<file path="config.mk">
export PLATFORM = sky130hd
export DESIGN_NAME = cpio_newc_header_parser_core
export DESIGN_NICKNAME = d
export VERILOG_FILES = /design/src/design/cnhp_pkg.sv /design/src/design/cpio_newc_header_parser_core.sv /design/src/design/cnhp_queue.sv /design/src/design/cnhp_front.sv /design/src/design/cnhp_back.sv
export SDC_FILE = /design/constraint.sdc
export NUM_CORES = 2
export LEC_CHECK = 0
export BUFFER_PORTS_ARGS = -buffer_cell sky130_fd_sc_hd__buf_2
export CAP_MARGIN = 10
export CORE_MARGIN = 4
export CORE_UTILIZATION = 65
export DETAILED_ROUTE_END_ITERATION = 16
export HOLD_SLACK_MARGIN = 0.12
export MAX_ROUTING_LAYER = met4
export PLACE_DENSITY_LB_ADDON = 0.25
export SYNTH_ARGS = -nofsm -noshare
export SYNTH_HDL_FRONTEND = slang
export SYNTH_SLANG_ARGS = --single-unit
</file>
<file path="constraint.sdc">
create_clock -name clk_i -period 28.9 [get_ports clk_i]
set_input_delay 2.89 -clock clk_i [delete_from_list [all_inputs] [get_ports clk_i]]
set_output_delay 2.89 -clock clk_i [all_outputs]
set_load 0.01 [all_outputs]
</file>
<file path="src/design/cnhp_pkg.sv">
// ----------------------------------------------------------------------------
// cnhp_pkg: shared types, constants and helpers of the cpio newc parser
// Holds the result and queue entry types, the parser phases, the result and
// error codes, and the small character tables used by the front end.
// ----------------------------------------------------------------------------
package cnhp_pkg;

  localparam int unsigned HEADER_LEN     = 110;
  localparam int unsigned MAGIC_LEN      = 6;
  localparam int unsigned HEX_DIGITS     = 8;
  localparam int unsigned TIME_OFS       = 46;
  localparam int unsigned SIZE_OFS       = 54;
  localparam int unsigned NSIZE_OFS      = 94;
  localparam int unsigned TRAILER_LEN    = 10;
  localparam int unsigned HEX_LOWER_BIAS = 87;
  localparam int unsigned HEX_UPPER_BIAS = 55;
  localparam int unsigned HEX_DIGIT_BIAS = 48;

  localparam logic [7:0] CHAR_DOT   = 8'h2E;
  localparam logic [7:0] CHAR_SLASH = 8'h2F;
  localparam logic [7:0] CHAR_NUL   = 8'h00;
  localparam logic [7:0] CHAR_NINE  = 8'h39;
  localparam logic [7:0] CHAR_UPPER_F = 8'h46;

  localparam int unsigned QUEUE_DEPTH = 4;
  localparam int unsigned QPTR_W      = $clog2(QUEUE_DEPTH);
  localparam int unsigned QCNT_W      = $clog2(QUEUE_DEPTH + 1);

  typedef enum logic [2:0] {
    PH_HEADER = 3'd0,
    PH_NAME   = 3'd1,
    PH_DATA   = 3'd2,
    PH_PAD    = 3'd3,
    PH_DONE   = 3'd4
  } phase_e;

  typedef enum logic [2:0] {
    KIND_NAME   = 3'd0,
    KIND_HEADER = 3'd1,
    KIND_DATA   = 3'd2,
    KIND_END    = 3'd3,
    KIND_ERROR  = 3'd4
  } kind_e;

  typedef enum logic [1:0] {
    ERR_NONE      = 2'd0,
    ERR_BAD_MAGIC = 2'd1,
    ERR_NAME_CUT  = 2'd2
  } error_e;

  typedef struct packed {
    kind_e       kind;
    logic [7:0]  byte_value;
    logic [31:0] entry_size;
    logic [31:0] mod_time;
    logic [31:0] name_length;
    error_e      error_code;
    logic        last_of_entry;
  } result_t;

  // One queue entry carries every result caused by one archive byte.
  typedef struct packed {
    logic    two;
    result_t r0;
    result_t r1;
  } entry_t;

  function automatic result_t make_result(kind_e kind, logic [7:0] value,
                                          error_e err, logic last);
    result_t r;
    r.kind          = kind;
    r.byte_value    = value;
    r.entry_size    = '0;
    r.mod_time      = '0;
    r.name_length   = '0;
    r.error_code    = err;
    r.last_of_entry = last;
    return r;
  endfunction

  function automatic logic [7:0] magic_char(logic [2:0] idx);
    logic [7:0] c;
    case (idx)
      3'd0:    c = 8'h30;
      3'd1:    c = 8'h37;
      3'd2:    c = 8'h30;
      3'd3:    c = 8'h37;
      3'd4:    c = 8'h30;
      3'd5:    c = 8'h31;
      default: c = 8'h00;
    endcase
    return c;
  endfunction

  function automatic logic [7:0] trailer_char(logic [3:0] idx);
    logic [7:0] c;
    case (idx)
      4'd0:    c = 8'h54;
      4'd1:    c = 8'h52;
      4'd2:    c = 8'h41;
      4'd3:    c = 8'h49;
      4'd4:    c = 8'h4C;
      4'd5:    c = 8'h45;
      4'd6:    c = 8'h52;
      4'd7:    c = 8'h21;
      4'd8:    c = 8'h21;
      4'd9:    c = 8'h21;
      default: c = 8'h00;
    endcase
    return c;
  endfunction

  // Hex digit accumulation without validation; out-of-range bytes wrap.
  function automatic logic [31:0] hex_step(logic [31:0] acc, logic [7:0] c);
    logic [31:0] d;
    if (c > CHAR_UPPER_F) begin
      d = 32'(c) - 32'(HEX_LOWER_BIAS);
    end else if (c > CHAR_NINE) begin
      d = 32'(c) - 32'(HEX_UPPER_BIAS);
    end else begin
      d = 32'(c) - 32'(HEX_DIGIT_BIAS);
    end
    return {acc[27:0], 4'h0} + d;
  endfunction

endpackage

</file>
<file path="src/design/cpio_newc_header_parser_core.sv">
// ----------------------------------------------------------------------------
// cpio_newc_header_parser_core: streaming cpio newc archive parser
// Takes one archive byte per transaction and gives name bytes, entry
// headers, data bytes, end of archive and error results.
// ----------------------------------------------------------------------------
// The block accepts one archive byte per clock cycle. A byte is parsed in the
// cycle it is accepted and its results enter a four-entry queue; the output
// register presents one result per cycle while out_stall_i is low, and the
// first result of a byte passes through the queue and then the output
// register before it is presented. Most bytes cause one result or none; the
// byte that completes the name area can add an entry header or end of archive
// result to a name byte, and a leading dot released together with the byte
// after it gives two name bytes. Such a pair is presented as two results.
// Input is stalled only while the queue is full, so the sustained rate is one
// byte per cycle as long as the output keeps up with the results.
module cpio_newc_header_parser_core
  import cnhp_pkg::*;
(
  input  logic        clk_i,
  input  logic        rst_ni,
  input  logic        in_valid_i,
  output logic        in_stall_o,
  input  logic [7:0]  archive_byte_i,
  input  logic        end_of_input_i,
  output logic        out_valid_o,
  input  logic        out_stall_i,
  output logic [2:0]  kind_o,
  output logic [7:0]  byte_value_o,
  output logic [31:0] entry_size_o,
  output logic [31:0] mod_time_o,
  output logic [31:0] name_length_o,
  output logic [1:0]  error_code_o,
  output logic        last_of_entry_o
);

  logic   q_full;
  logic   q_empty;
  logic   q_push;
  logic   q_pop;
  entry_t q_push_data;
  entry_t q_head;

  assign in_stall_o = q_full;

  cnhp_front u_front (
    .clk_i          (clk_i),
    .rst_ni         (rst_ni),
    .in_valid_i     (in_valid_i),
    .archive_byte_i (archive_byte_i),
    .end_of_input_i (end_of_input_i),
    .full_i         (q_full),
    .push_o         (q_push),
    .push_data_o    (q_push_data)
  );

  cnhp_queue u_queue (
    .clk_i       (clk_i),
    .rst_ni      (rst_ni),
    .push_i      (q_push),
    .push_data_i (q_push_data),
    .full_o      (q_full),
    .pop_i       (q_pop),
    .empty_o     (q_empty),
    .head_o      (q_head)
  );

  cnhp_back u_back (
    .clk_i           (clk_i),
    .rst_ni          (rst_ni),
    .head_i          (q_head),
    .empty_i         (q_empty),
    .pop_o           (q_pop),
    .out_valid_o     (out_valid_o),
    .out_stall_i     (out_stall_i),
    .kind_o          (kind_o),
    .byte_value_o    (byte_value_o),
    .entry_size_o    (entry_size_o),
    .mod_time_o      (mod_time_o),
    .name_length_o   (name_length_o),
    .error_code_o    (error_code_o),
    .last_of_entry_o (last_of_entry_o)
  );

endmodule

</file>
<file path="src/design/cnhp_queue.sv">
// ----------------------------------------------------------------------------
// cnhp_queue: short queue between the parser front end and the output stage
// A four-entry register queue; each entry holds the results of one byte.
// ----------------------------------------------------------------------------
module cnhp_queue
  import cnhp_pkg::*;
(
  input  logic   clk_i,
  input  logic   rst_ni,
  input  logic   push_i,
  input  entry_t push_data_i,
  output logic   full_o,
  input  logic   pop_i,
  output logic   empty_o,
  output entry_t head_o
);

  entry_t              mem_q [QUEUE_DEPTH];
  logic [QPTR_W-1:0]   wr_ptr_q, wr_ptr_d;
  logic [QPTR_W-1:0]   rd_ptr_q, rd_ptr_d;
  logic [QCNT_W-1:0]   count_q, count_d;

  assign full_o  = (count_q == QCNT_W'(QUEUE_DEPTH));
  assign empty_o = (count_q == '0);
  assign head_o  = mem_q[rd_ptr_q];

  always_comb begin
    wr_ptr_d = push_i ? wr_ptr_q + 1'b1 : wr_ptr_q;
    rd_ptr_d = pop_i ? rd_ptr_q + 1'b1 : rd_ptr_q;
    count_d  = count_q;
    if (push_i && !pop_i) begin
      count_d = count_q + 1'b1;
    end else if (pop_i && !push_i) begin
      count_d = count_q - 1'b1;
    end
  end

  always_ff @(posedge clk_i or negedge rst_ni) begin
    if (!rst_ni) begin
      wr_ptr_q <= '0;
      rd_ptr_q <= '0;
      count_q  <= '0;
    end else begin
      wr_ptr_q <= wr_ptr_d;
      rd_ptr_q <= rd_ptr_d;
      count_q  <= count_d;
    end
  end

  always_ff @(posedge clk_i) begin
    if (push_i) begin
      mem_q[wr_ptr_q] <= push_data_i;
    end
  end

  assert property (@(posedge clk_i) disable iff (!rst_ni) push_i |-> !full_o)
    else $error("queue written while full");

  assert property (@(posedge clk_i) disable iff (!rst_ni) pop_i |-> !empty_o)
    else $error("queue read while empty");

endmodule

</file>
<file path="src/design/cnhp_front.sv">
// ----------------------------------------------------------------------------
// cnhp_front: archive byte intake and parsing
// Tracks the header, name, data and padding phases, decodes the hex fields,
// strips a leading "./", watches for the trailer name and queues the results
// that each byte causes.
// ----------------------------------------------------------------------------
module cnhp_front
  import cnhp_pkg::*;
(
  input  logic       clk_i,
  input  logic       rst_ni,
  input  logic       in_valid_i,
  input  logic [7:0] archive_byte_i,
  input  logic       end_of_input_i,
  input  logic       full_i,
  output logic       push_o,
  output entry_t     push_data_o
);

  phase_e      phase_q, phase_d;
  logic [31:0] pos_q, pos_d;
  logic [31:0] size_q, size_d;
  logic [31:0] time_q, time_d;
  logic [31:0] nsize_q, nsize_d;
  logic [31:0] name_last_q, name_last_d;
  logic [31:0] emitted_q, emitted_d;
  logic        magic_good_q, magic_good_d;
  logic        name_ended_q, name_ended_d;
  logic        held_dot_q, held_dot_d;
  logic        trailer_q, trailer_d;

  logic        accept;
  logic        hdr_last;
  logic        name_last;
  logic        is_trailer;
  logic        data_last;
  logic        cnt_le_one;
  logic [1:0]  pad;
  logic        restart;
  logic        emit_dot;
  logic        try_byte;
  logic        emit_byte;
  logic [1:0]  n_res;
  result_t     r0, r1, fin;
  logic [1:0]  name_pad;
  logic [31:0] em_idx;

  assign accept     = in_valid_i && !full_i;
  assign hdr_last   = (pos_q >= 32'(HEADER_LEN - 1));
  assign name_last  = (pos_q == name_last_q);
  assign cnt_le_one = (pos_q <= 32'd1);
  assign data_last  = cnt_le_one;
  assign pad        = 2'(2'd0 - size_q[1:0]);

  // Phase sequencing.
  always_comb begin
    phase_d = phase_q;
    if (accept && phase_q != PH_DONE) begin
      if (end_of_input_i) begin
        phase_d = PH_DONE;
      end else begin
        case (phase_q)
          PH_HEADER: begin
            if (hdr_last) begin
              phase_d = magic_good_d ? PH_NAME : PH_DONE;
            end
          end
          PH_NAME: begin
            if (name_last) begin
              if (is_trailer) begin
                phase_d = PH_DONE;
              end else begin
                phase_d = (size_q != '0) ? PH_DATA : PH_HEADER;
              end
            end
          end
          PH_DATA: begin
            if (data_last) begin
              phase_d = (pad != '0) ? PH_PAD : PH_HEADER;
            end
          end
          PH_PAD: begin
            if (cnt_le_one) begin
              phase_d = PH_HEADER;
            end
          end
          default: phase_d = PH_DONE;
        endcase
      end
    end
  end

  // Datapath and result generation.
  always_comb begin
    pos_d        = pos_q;
    size_d       = size_q;
    time_d       = time_q;
    nsize_d      = nsize_q;
    name_last_d  = name_last_q;
    emitted_d    = emitted_q;
    magic_good_d = magic_good_q;
    name_ended_d = name_ended_q;
    held_dot_d   = held_dot_q;
    trailer_d    = trailer_q;
    restart      = 1'b0;
    is_trailer   = 1'b0;
    emit_dot     = 1'b0;
    try_byte     = 1'b0;
    emit_byte    = 1'b0;
    n_res        = '0;
    r0           = make_result(KIND_NAME, '0, ERR_NONE, 1'b0);
    r1           = r0;
    fin          = r0;
    name_pad     = 2'(2'd0 - 2'(nsize_q[1:0] + 2'd2));
    em_idx       = emitted_q;

    if (accept && phase_q != PH_DONE) begin
      if (end_of_input_i) begin
        r0 = (phase_q == PH_NAME) ? make_result(KIND_ERROR, '0, ERR_NAME_CUT, 1'b0)
                                  : make_result(KIND_END, '0, ERR_NONE, 1'b0);
        n_res      = 2'd1;
        held_dot_d = 1'b0;
      end else begin
        case (phase_q)
          PH_HEADER: begin
            if (pos_q < 32'(MAGIC_LEN) && magic_char(pos_q[2:0]) != archive_byte_i) begin
              magic_good_d = 1'b0;
            end
            if (pos_q >= 32'(TIME_OFS) && pos_q < 32'(TIME_OFS + HEX_DIGITS)) begin
              time_d = hex_step(time_q, archive_byte_i);
            end
            if (pos_q >= 32'(SIZE_OFS) && pos_q < 32'(SIZE_OFS + HEX_DIGITS)) begin
              size_d = hex_step(size_q, archive_byte_i);
            end
            if (pos_q >= 32'(NSIZE_OFS) && pos_q < 32'(NSIZE_OFS + HEX_DIGITS)) begin
              nsize_d = hex_step(nsize_q, archive_byte_i);
            end
            pos_d = pos_q + 32'd1;
            if (hdr_last) begin
              if (!magic_good_d) begin
                r0    = make_result(KIND_ERROR, '0, ERR_BAD_MAGIC, 1'b0);
                n_res = 2'd1;
              end else begin
                pos_d        = '0;
                name_ended_d = 1'b0;
                held_dot_d   = 1'b0;
                trailer_d    = 1'b1;
                emitted_d    = '0;
                // Index of the final byte of the padded name area.
                name_last_d  = nsize_q + 32'(name_pad) - 32'd1;
              end
            end
          end
          PH_NAME: begin
            if (pos_q == '0 && nsize_q > 32'd3 && archive_byte_i == CHAR_DOT) begin
              held_dot_d = 1'b1;
            end else if (pos_q == 32'd1 && held_dot_q) begin
              held_dot_d = 1'b0;
              if (archive_byte_i != CHAR_SLASH) begin
                emit_dot = 1'b1;
                try_byte = 1'b1;
              end
            end else begin
              try_byte = 1'b1;
            end
            if (try_byte && !name_ended_q && pos_q < nsize_q) begin
              if (archive_byte_i == CHAR_NUL) begin
                name_ended_d = 1'b1;
              end else begin
                emit_byte = 1'b1;
              end
            end

            if (emit_dot) begin
              if (em_idx >= 32'(TRAILER_LEN) || trailer_char(em_idx[3:0]) != CHAR_DOT) begin
                trailer_d = 1'b0;
              end
              em_idx = em_idx + 32'd1;
              r0     = make_result(KIND_NAME, CHAR_DOT, ERR_NONE, 1'b0);
              n_res  = 2'd1;
            end
            if (emit_byte) begin
              if (em_idx >= 32'(TRAILER_LEN) ||
                  trailer_char(em_idx[3:0]) != archive_byte_i) begin
                trailer_d = 1'b0;
              end
              em_idx = em_idx + 32'd1;
              if (n_res == 2'd0) begin
                r0 = make_result(KIND_NAME, archive_byte_i, ERR_NONE, 1'b0);
              end else begin
                r1 = make_result(KIND_NAME, archive_byte_i, ERR_NONE, 1'b0);
              end
              n_res = n_res + 2'd1;
            end
            emitted_d = em_idx;
            pos_d     = pos_q + 32'd1;

            if (name_last) begin
              is_trailer = trailer_d && (em_idx == 32'(TRAILER_LEN));
              if (is_trailer) begin
                fin = make_result(KIND_END, '0, ERR_NONE, 1'b0);
              end else begin
                fin             = make_result(KIND_HEADER, '0, ERR_NONE, 1'b0);
                fin.entry_size  = size_q;
                fin.mod_time    = time_q;
                fin.name_length = em_idx;
                if (size_q != '0) begin
                  pos_d = size_q;
                end else begin
                  restart = 1'b1;
                end
              end
              if (n_res == 2'd0) begin
                r0 = fin;
              end else begin
                r1 = fin;
              end
              n_res = n_res + 2'd1;
            end
          end
          PH_DATA: begin
            r0    = make_result(KIND_DATA, archive_byte_i, ERR_NONE, data_last);
            n_res = 2'd1;
            if (data_last) begin
              if (pad != '0) begin
                pos_d = 32'(pad);
              end else begin
                restart = 1'b1;
              end
            end else begin
              pos_d = pos_q - 32'd1;
            end
          end
          PH_PAD: begin
            if (cnt_le_one) begin
              restart = 1'b1;
            end else begin
              pos_d = pos_q - 32'd1;
            end
          end
          default: begin
            n_res = '0;
          end
        endcase
      end

      if (restart) begin
        pos_d        = '0;
        magic_good_d = 1'b1;
        size_d       = '0;
        time_d       = '0;
        nsize_d      = '0;
      end
    end
  end

  assign push_o           = (n_res != 2'd0);
  assign push_data_o.two  = (n_res == 2'd2);
  assign push_data_o.r0   = r0;
  assign push_data_o.r1   = r1;

  always_ff @(posedge clk_i or negedge rst_ni) begin
    if (!rst_ni) begin
      phase_q      <= PH_HEADER;
      pos_q        <= '0;
      size_q       <= '0;
      time_q       <= '0;
      nsize_q      <= '0;
      name_last_q  <= '0;
      emitted_q    <= '0;
      magic_good_q <= 1'b1;
      name_ended_q <= 1'b0;
      held_dot_q   <= 1'b0;
      trailer_q    <= 1'b1;
    end else begin
      phase_q      <= phase_d;
      pos_q        <= pos_d;
      size_q       <= size_d;
      time_q       <= time_d;
      nsize_q      <= nsize_d;
      name_last_q  <= name_last_d;
      emitted_q    <= emitted_d;
      magic_good_q <= magic_good_d;
      name_ended_q <= name_ended_d;
      held_dot_q   <= held_dot_d;
      trailer_q    <= trailer_d;
    end
  end

  assert property (@(posedge clk_i) disable iff (!rst_ni)
                   phase_q == PH_DONE |=> phase_q == PH_DONE)
    else $error("parser left the finished phase");

  assert property (@(posedge clk_i) disable iff (!rst_ni)
                   push_o && push_data_o.two |-> phase_q == PH_NAME)
    else $error("two results queued outside the name area");

endmodule

</file>
<file path="src/design/cnhp_back.sv">
// ----------------------------------------------------------------------------
// cnhp_back: result output stage
// Takes queue entries and presents their results one per transaction from an
// output register.
// ----------------------------------------------------------------------------
module cnhp_back
  import cnhp_pkg::*;
(
  input  logic        clk_i,
  input  logic        rst_ni,
  input  entry_t      head_i,
  input  logic        empty_i,
  output logic        pop_o,
  output logic        out_valid_o,
  input  logic        out_stall_i,
  output logic [2:0]  kind_o,
  output logic [7:0]  byte_value_o,
  output logic [31:0] entry_size_o,
  output logic [31:0] mod_time_o,
  output logic [31:0] name_length_o,
  output logic [1:0]  error_code_o,
  output logic        last_of_entry_o
);

  logic    out_valid_q, out_valid_d;
  logic    sel_q, sel_d;
  result_t out_q, out_d;
  logic    load;

  assign load = !out_valid_q || !out_stall_i;

  always_comb begin
    out_valid_d = out_valid_q;
    sel_d       = sel_q;
    out_d       = out_q;
    pop_o       = 1'b0;
    if (load) begin
      out_valid_d = !empty_i;
      if (!empty_i) begin
        out_d = sel_q ? head_i.r1 : head_i.r0;
        // The second result of an entry goes out on the following transaction.
        if (sel_q || !head_i.two) begin
          pop_o = 1'b1;
          sel_d = 1'b0;
        end else begin
          sel_d = 1'b1;
        end
      end
    end
  end

  always_ff @(posedge clk_i or negedge rst_ni) begin
    if (!rst_ni) begin
      out_valid_q <= 1'b0;
      sel_q       <= 1'b0;
    end else begin
      out_valid_q <= out_valid_d;
      sel_q       <= sel_d;
    end
  end

  always_ff @(posedge clk_i) begin
    out_q <= out_d;
  end

  assign out_valid_o     = out_valid_q;
  assign kind_o          = out_q.kind;
  assign byte_value_o    = out_q.byte_value;
  assign entry_size_o    = out_q.entry_size;
  assign mod_time_o      = out_q.mod_time;
  assign name_length_o   = out_q.name_length;
  assign error_code_o    = out_q.error_code;
  assign last_of_entry_o = out_q.last_of_entry;

  assert property (@(posedge clk_i) disable iff (!rst_ni) sel_q |-> !empty_i)
    else $error("second result pending with no entry at the queue head");

endmodule

</file>
# [Yosys cells after proc, flatten, opt, wreduce, memory -nomap -nowiden]
# Memory sizes are Yosys's and may differ from the RTL's.
# Cells that the tools add are included.
[word_totals] reg_bits=318 latchBits=0 mem_bits_rw=884 mem_bits_ro=224 inputBits=13 wordCells=320 memories=3
[classes] add_sub_neg=21 multipliers=0 n_div=0 order_cmp=15 eq_ne=32 shifts=0 n_mux=168 bitwise=2 reduce_logical=56
[mem_list] name="u_queue.mem_q" depth=4 word_bits=221 rd=1 rd_ports_with_merged_regs=0 write_ports=1 line="cnhp_queue.sv:18" rtl="entry_t mem_q [QUEUE_DEPTH];"
[mem_list] name="(name not given)" depth=16 word_bits=7 rd=1 rd_ports_with_merged_regs=0 write_ports=0 line="cnhp_pkg.sv:97" rtl="case (idx)"
[mem_list] name="(name not given)" depth=16 word_bits=7 rd=1 rd_ports_with_merged_regs=0 write_ports=0 line="cnhp_pkg.sv:97"
[ops] cell="$mux W110" n=15
[ops] cell="$mux W32" n=46
[ops] cell="$pmux W110 S3" n=1
[ops] cell="$mux W107" n=2
[ops] cell="$pmux W32 S4" n=1
[ops] cell="$mux W109" n=1
[ops] cell="$mux W105" n=1
[ops] cell="$add A32 B1 Y32 const B" n=3
[ops] cell="$add A32 B32 Y32" n=3
[ops] cell="$mux W8" n=11
[ops] cell="$ge A32 B4 Y1 const B" n=2
[ops] cell="$ge A32 B6 Y1 const B" n=2
[ops] cell="$ge A32 B7 Y1 const B" n=2
[ops] cell="$lt A32 B6 Y1 const B" n=2
[ops] cell="$pmux W32 S2" n=1
[ops] cell="$sub A32 B1 Y32 const B" n=2
[ops] cell="$mux W1" n=60
[ops] cell="$add A32 B2 Y32" n=1
[ops] cell="$eq A32 B1 Y1 const B" n=1
[ops] cell="$eq A32 B32 Y1" n=1
[ops] cell="$eq A32 B4 Y1 const B" n=1
[ops] cell="$gt A32 B2 Y1 const B" n=1
[ops] cell="$le A32 B1 Y1 const B" n=1
[ops] cell="$logic_not A32 Y1" n=1
[ops] cell="48 further kinds" n=132

# [Longest topological paths before layout]
[depth] word_depth=36 mapped_depth=30 depth_no_buf=25

# [Hierarchy]
# A second synthesis with hierarchy kept.
[hier_totals] cells_unflattened=4323 hier_area_um2=58687.5
[modules_own_cells] module="cnhp_queue" n_inst=1 cells_each=1189 area_each_um2=32371.0
[modules_own_cells] module="cnhp_front" n_inst=1 cells_each=2894 area_each_um2=21575.7
[modules_own_cells] module="cnhp_back" n_inst=1 cells_each=240 area_each_um2=4740.8

# [Worst setup path after synthesis]
# Ideal clock, no wire load.
[synth_timing] kind="input to register" from="in archive_byte_i[4]" to="mem u_queue.mem_q[0][100] in the netlist's numbering (enable)" setup_time_ns=0.825 t_arrival_ns=15.333 required_ns=28.075 setup_slack_ns=12.741 path_stages=15 path_buffers=4 path_cell_list="clkbuf_1 > inv_1 > ha_1 > and3_1 > and3_1 > or4_1 > buf_2 > a21oi_2 > buf_2 > buf_2 > ha_1 > xnor2_1 > o2111ai_1 > a21boi_1 > nor2b_1"
[synth_between] elab_chain_cells=25
[synth_lines] item="start: declaration" line="cpio_newc_header_parser_core.sv:23" rtl="input logic [7:0] archive_byte_i,"
[synth_lines] item="branches (longest 19 deep; another with $add A2 B1 Y2)"
[synth_lines] item="$pmux W2 S3 (*)" line="cnhp_front.sv:124" rtl="case (phase_q)"
[synth_lines] item="$mux W2 (*)" line="cnhp_front.sv:118" rtl="if (end_of_input_i) begin"
[synth_lines] item="$mux W2 (*)" line="cnhp_front.sv:117" rtl="if (accept && phase_q != PH_DONE) begin"
[synth_lines] item="$reduce_bool A2 Y1 (*)" line="cnhp_front.sv:257" rtl="assign push_o = (n_res != 2'd0);"
[synth_lines] item="$mux W1 (*)" line="cnhp_queue.sv:51" rtl="if (push_i) begin"
[synth_lines] item="$mux W1 (implied by the code) (*)" line="cnhp_queue.sv:52" rtl="mem_q[wr_ptr_q] <= push_data_i;"
[synth_lines] item="end: declaration" line="cnhp_queue.sv:18"
# Every way passes the cells marked *. The select of a mux whose other input is x is not followed.

# [Worst setup path in the final report]
[layout_timing] from="in archive_byte_i[4]" to="reg u_front.pos_q[22]"
[layout_between] elab_chain_cells=31
[layout_lines] item="$ne A8 B6 Y1" line="cnhp_front.sv:159" rtl="if (archive_byte_i != CHAR_SLASH) begin"
[layout_lines] item="$mux W1" line="cnhp_front.sv:159"
[layout_lines] item="$mux W1" line="cnhp_front.sv:157" rtl="end else if (pos_q == 32'd1 && held_dot_q) begin"
[layout_lines] item="$mux W1" line="cnhp_front.sv:155" rtl="if (pos_q == '0 && nsize_q > 32'd3 && archive_byte_i == CHAR_DOT) begin"
[layout_lines] item="$mux W1" line="cnhp_front.sv:124"
[layout_lines] item="$mux W1" line="cnhp_front.sv:118"
[layout_lines] item="$mux W1" line="cnhp_front.sv:117"
[layout_lines] item="$mux W32" line="cnhp_front.sv:174" rtl="if (emit_dot) begin"
[layout_lines] item="(+15 left out)"
[layout_lines] item="$logic_and A1 B1 Y1" line="cnhp_front.sv:199" rtl="is_trailer = trailer_d && (em_idx == 32'(TRAILER_LEN));"
[layout_lines] item="$mux W1" line="cnhp_front.sv:200" rtl="if (is_trailer) begin"
[layout_lines] item="$mux W1" line="cnhp_front.sv:198" rtl="if (name_last) begin"
[layout_lines] item="$pmux W1 S3" line="cnhp_front.sv:124"
[layout_lines] item="$mux W1" line="cnhp_front.sv:118"
[layout_lines] item="$mux W1" line="cnhp_front.sv:117"
[layout_lines] item="$ne A4 B4 Y1 (no source line) (tied with other cells)"
[layout_lines] item="$reduce_and A5 Y1 (no source line)"
[layout_lines] item="end signal: assignment" line="cnhp_front.sv:277" rtl="pos_q <= pos_d;"
[layout_lines] item="end: declaration" line="cnhp_front.sv:21" rtl="logic [31:0] pos_q, pos_d;"
# Parallel ways exist; a longest one is shown, timed or not. The select of a mux whose other input is x is not followed.
# A chain may end at the register's enable or synchronous reset.

==> results.toml <==
[routing]
routed_wirelength_um = 147000
route.detailed.drc = 0
wl_met1_um = 58000
drtIter0Drc = 4498
met2_length_um = 71700
dr.max_layer_used = "met4"
drt_first_pass_iters = 6
vias = 38400
vias_per_cell = 6.67
drtAntennaViolNets = 0
met3WireLength_um = 13300
post_drt_wl_per_cell_um = 25.6

[place]
io_buffers = 124
gp_congestion = 1.01
dp_hpwl_um = 90100

[pwr]
power.density_nw_per_um2 = 84.4
p_leak_uw = 0.0237
vdd_drop_max_v = 0.0000819

[sta]
fin_crit_sh_pct = 36.4
min_period_ns = 10.53
final_max_slew_viol_count = 0
hold_viol = 0
whs_ns = 0.491
rsz0062_at_grt = "no"
slew_headroom_pct = 22.0
finalSetupViolCount = 0
timing.fmax_ghz = 0.0950
fin_worst_skew_ns = 0.0300
finalSetupTns_ns = 0
tightest_slew_ns = 1.16

[global_routing]
grt_overflow = 0
antenna_found_initial = 9
grt_pass1_vias = 38100
grt_pass1_wl_um = 229000
track_usage_pct = 32.5
grt_max_degree = 142

[yosys]
synth_edf_count = 978
synth_compound_area_share_pct = 8.36
synth-xor-area-share_pct = 3.65
syn-cell-area_um2 = 57600
async_flop_share_pct = 17.5
synth_top_family_by_area = "simple AND/OR/NAND/NOR gates"
syn-mean-instance-area_um2 = 13.0
synth_fa_ha_area_share_pct = 4.43
muxShareOfSynthArea_pct = 8.89
syn_nets = 4645
synth.distinct_cells = 100
synth_seq_area_share_pct = 60.0
synth_cells = 4431
synth-seq-cells = 1186
yosys.area_share.simple_pct = 12.2
ys.flop_type = "edfxtp_1"
yosysWarnings = 0

[cells_and_area]
utilization_pct = 72.6
nets = 4700
final.fill_count = 5686
drive_gt1_share_pct = 14.7
area_delta_synth_final_pct = 10.0

[worst_setup_path]
cp.arrival_ns = 11.15
end_kind = "flop"
startpoint_type = "primary input"
cp_max_fo = 63
path_class = "primary input to flop"
reg2regPathDepth = 24
rrSetupSlack_ns = 19.78
r2r_end = "u_front.pos_q[22]"
r2r_start = "u_front.pos_q[1]"
required_ns = 29.52
cp-startpoint = "archive_byte_i[4]"

[cts]
cts_hold_buf = 0
root_buffer = "clkbuf_16"
ctsResizeCount = 0
path_clk_slew_ns = 0.06
clk_path_buf_depth = 3
postCtsSetupRepairBufs = 0
numCtsBuffers = 115
cts_tree = "done"
htree_num_levels = 3
clkSinkCount = 1186
insertion_delay_ns = 0.71

[floorplan]
row_count = 108
start_util_pct = 66.0
die_y_um = 306
die_w_um = 306
coreArea_um2 = 87300
num_io_pins = 125
dieArea_um2 = 93500

[hold_path]
hold_path_class = "flop to flop"
min-delay-start = "u_front.nsize_q[30]"
hold-path-cell-count = 2
min_to = "u_front.nsize_q[30]"

[outcome]
status = "completed"

[flow_run]
cap_viol_max_count = 0
how the worst max path moves through the flow:
stage	to	slack [ns]
after floorplan	u_queue.mem_q[0][100]	12.74
after global placement	u_front.phase_q[0]	18.09
after detailed placement	u_front.phase_q[0]	17.94
after CTS	u_front.pos_q[25]	18.68
after global routing	u_front.pos_q[11]	18.06
final	u_front.pos_q[22]	18.37
logic make-up after synthesis:
family / Yosys count
simple gates: 1470
flops: 1186
compound gates: 734
buf+inv: 362
xor+xnor: 239
mux: 239
fa+ha+maj: 201
worst max-delay path, cell delays in order:
cell       delay (ns)
buf_2            0.26
inv_1            0.11
ha_1             0.20
and3_1           0.20
and3_1           0.22
or4_1            0.52
buf_4            0.24
a21oi_2          0.49
xnor2_1          0.26
inv_1            0.17
ha_1             0.31
o21ai_1          0.25
nor4_2           0.61
nand3_1          0.39
nor3_1           0.32
xor2_1           0.43
o2111ai_1        0.25
nor4_4           0.85
o21ai_4          0.36
buf_4            0.45
nand2_1          0.76
o21ai_0          0.27
a21oi_1          0.20
registers in the layout, indices dropped and copies added, names as in the netlist, 2 cells and up:
register	cells
u_front.nsize_q	32
u_queue.count_q	3
u_back.kind_o	3
u_front.emitted_q	32
u_back.mod_time_o	32
u_back.name_length_o	32
u_front.time_q	32
u_back.entry_size_o	32
u_front.name_last_q	32
u_back.byte_value_o	8
u_queue.wr_ptr_q	2
u_queue.rd_ptr_q	2
u_front.phase_q	3
u_back.error_code_o	2
u_front.pos_q	32
u_queue.mem_q	868
u_front.size_q	32
power breakdown:
group	switching, µW	internal, µW	leakage [µW]	total [µW]
sequential	207	2140	0.0121	2350
combinational	839	588	0.00958	1430
clock	670	901	0.00194	1570
total	1720	3630	0.0237	5350
synth_stat cells, types with 102 or more instances:
library cell	count	area (µm²)
mux4_2	217	4890
nand2_1	650	2440
edfxtp_1	978	29400
dfrtp_1	206	5150
xnor2_1	121	1060
a21oi_1	169	846
xor2_1	117	1020
o21ai_0	151	756
clkbuf_1	169	634
nor2_1	218	818
inv_1	111	417
ha_1	196	2450
and3_1	102	638
final cells by class:
class	instances	area (µm²)	area share, %
clock inverter	81	913	1.44
tap	1155	1450	2.28
timing repair buffer	186	1130	1.79
antenna	9	22.5	0.0355
multi-input combinational	2883	21700	34.3
sequential	1186	34600	54.6
clock buffer	139	3110	4.91
inverter	114	432	0.681
cells in the final DEF (no fill, tap or decap), types with 95 or more instances in the layout:
master	count
nor2_1	216
nor3_1	95
xor2_1	117
nand2_1	649
clkbuf_16	120
ha_1	196
mux4_2	217
a21oi_1	168
buf_2	123
xnor2_1	121
and3_1	102
dfrtp_1	203
inv_1	109
o21ai_0	150
edfxtp_1	978
layer usage:
metal	up-vias	global-route usage (%)
met3	322	5.25
met4	0	9.42
li1	16900	-
met2	1994	51.2
met1	19200	44.6
met5	-	-
per-stage QoR:
| step | worst slack (ns) | power [µW] | cell area, µm² | instances |
|---|---|---|---|---|
| final | 18.37 | 5350 | 63400 | 5753 |
| after global routing | 18.06 | 5590 | 63400 | 5753 |
| after CTS | 18.68 | 5370 | 63400 | 5744 |
| after detailed placement | 17.94 | 3780 | 59300 | 5524 |
| after global placement | 18.09 | 3750 | 59300 | 5524 |
| after floorplan | 12.74 | 3360 | 57600 | 4431 |
Power figures use the tool's default switching activity.
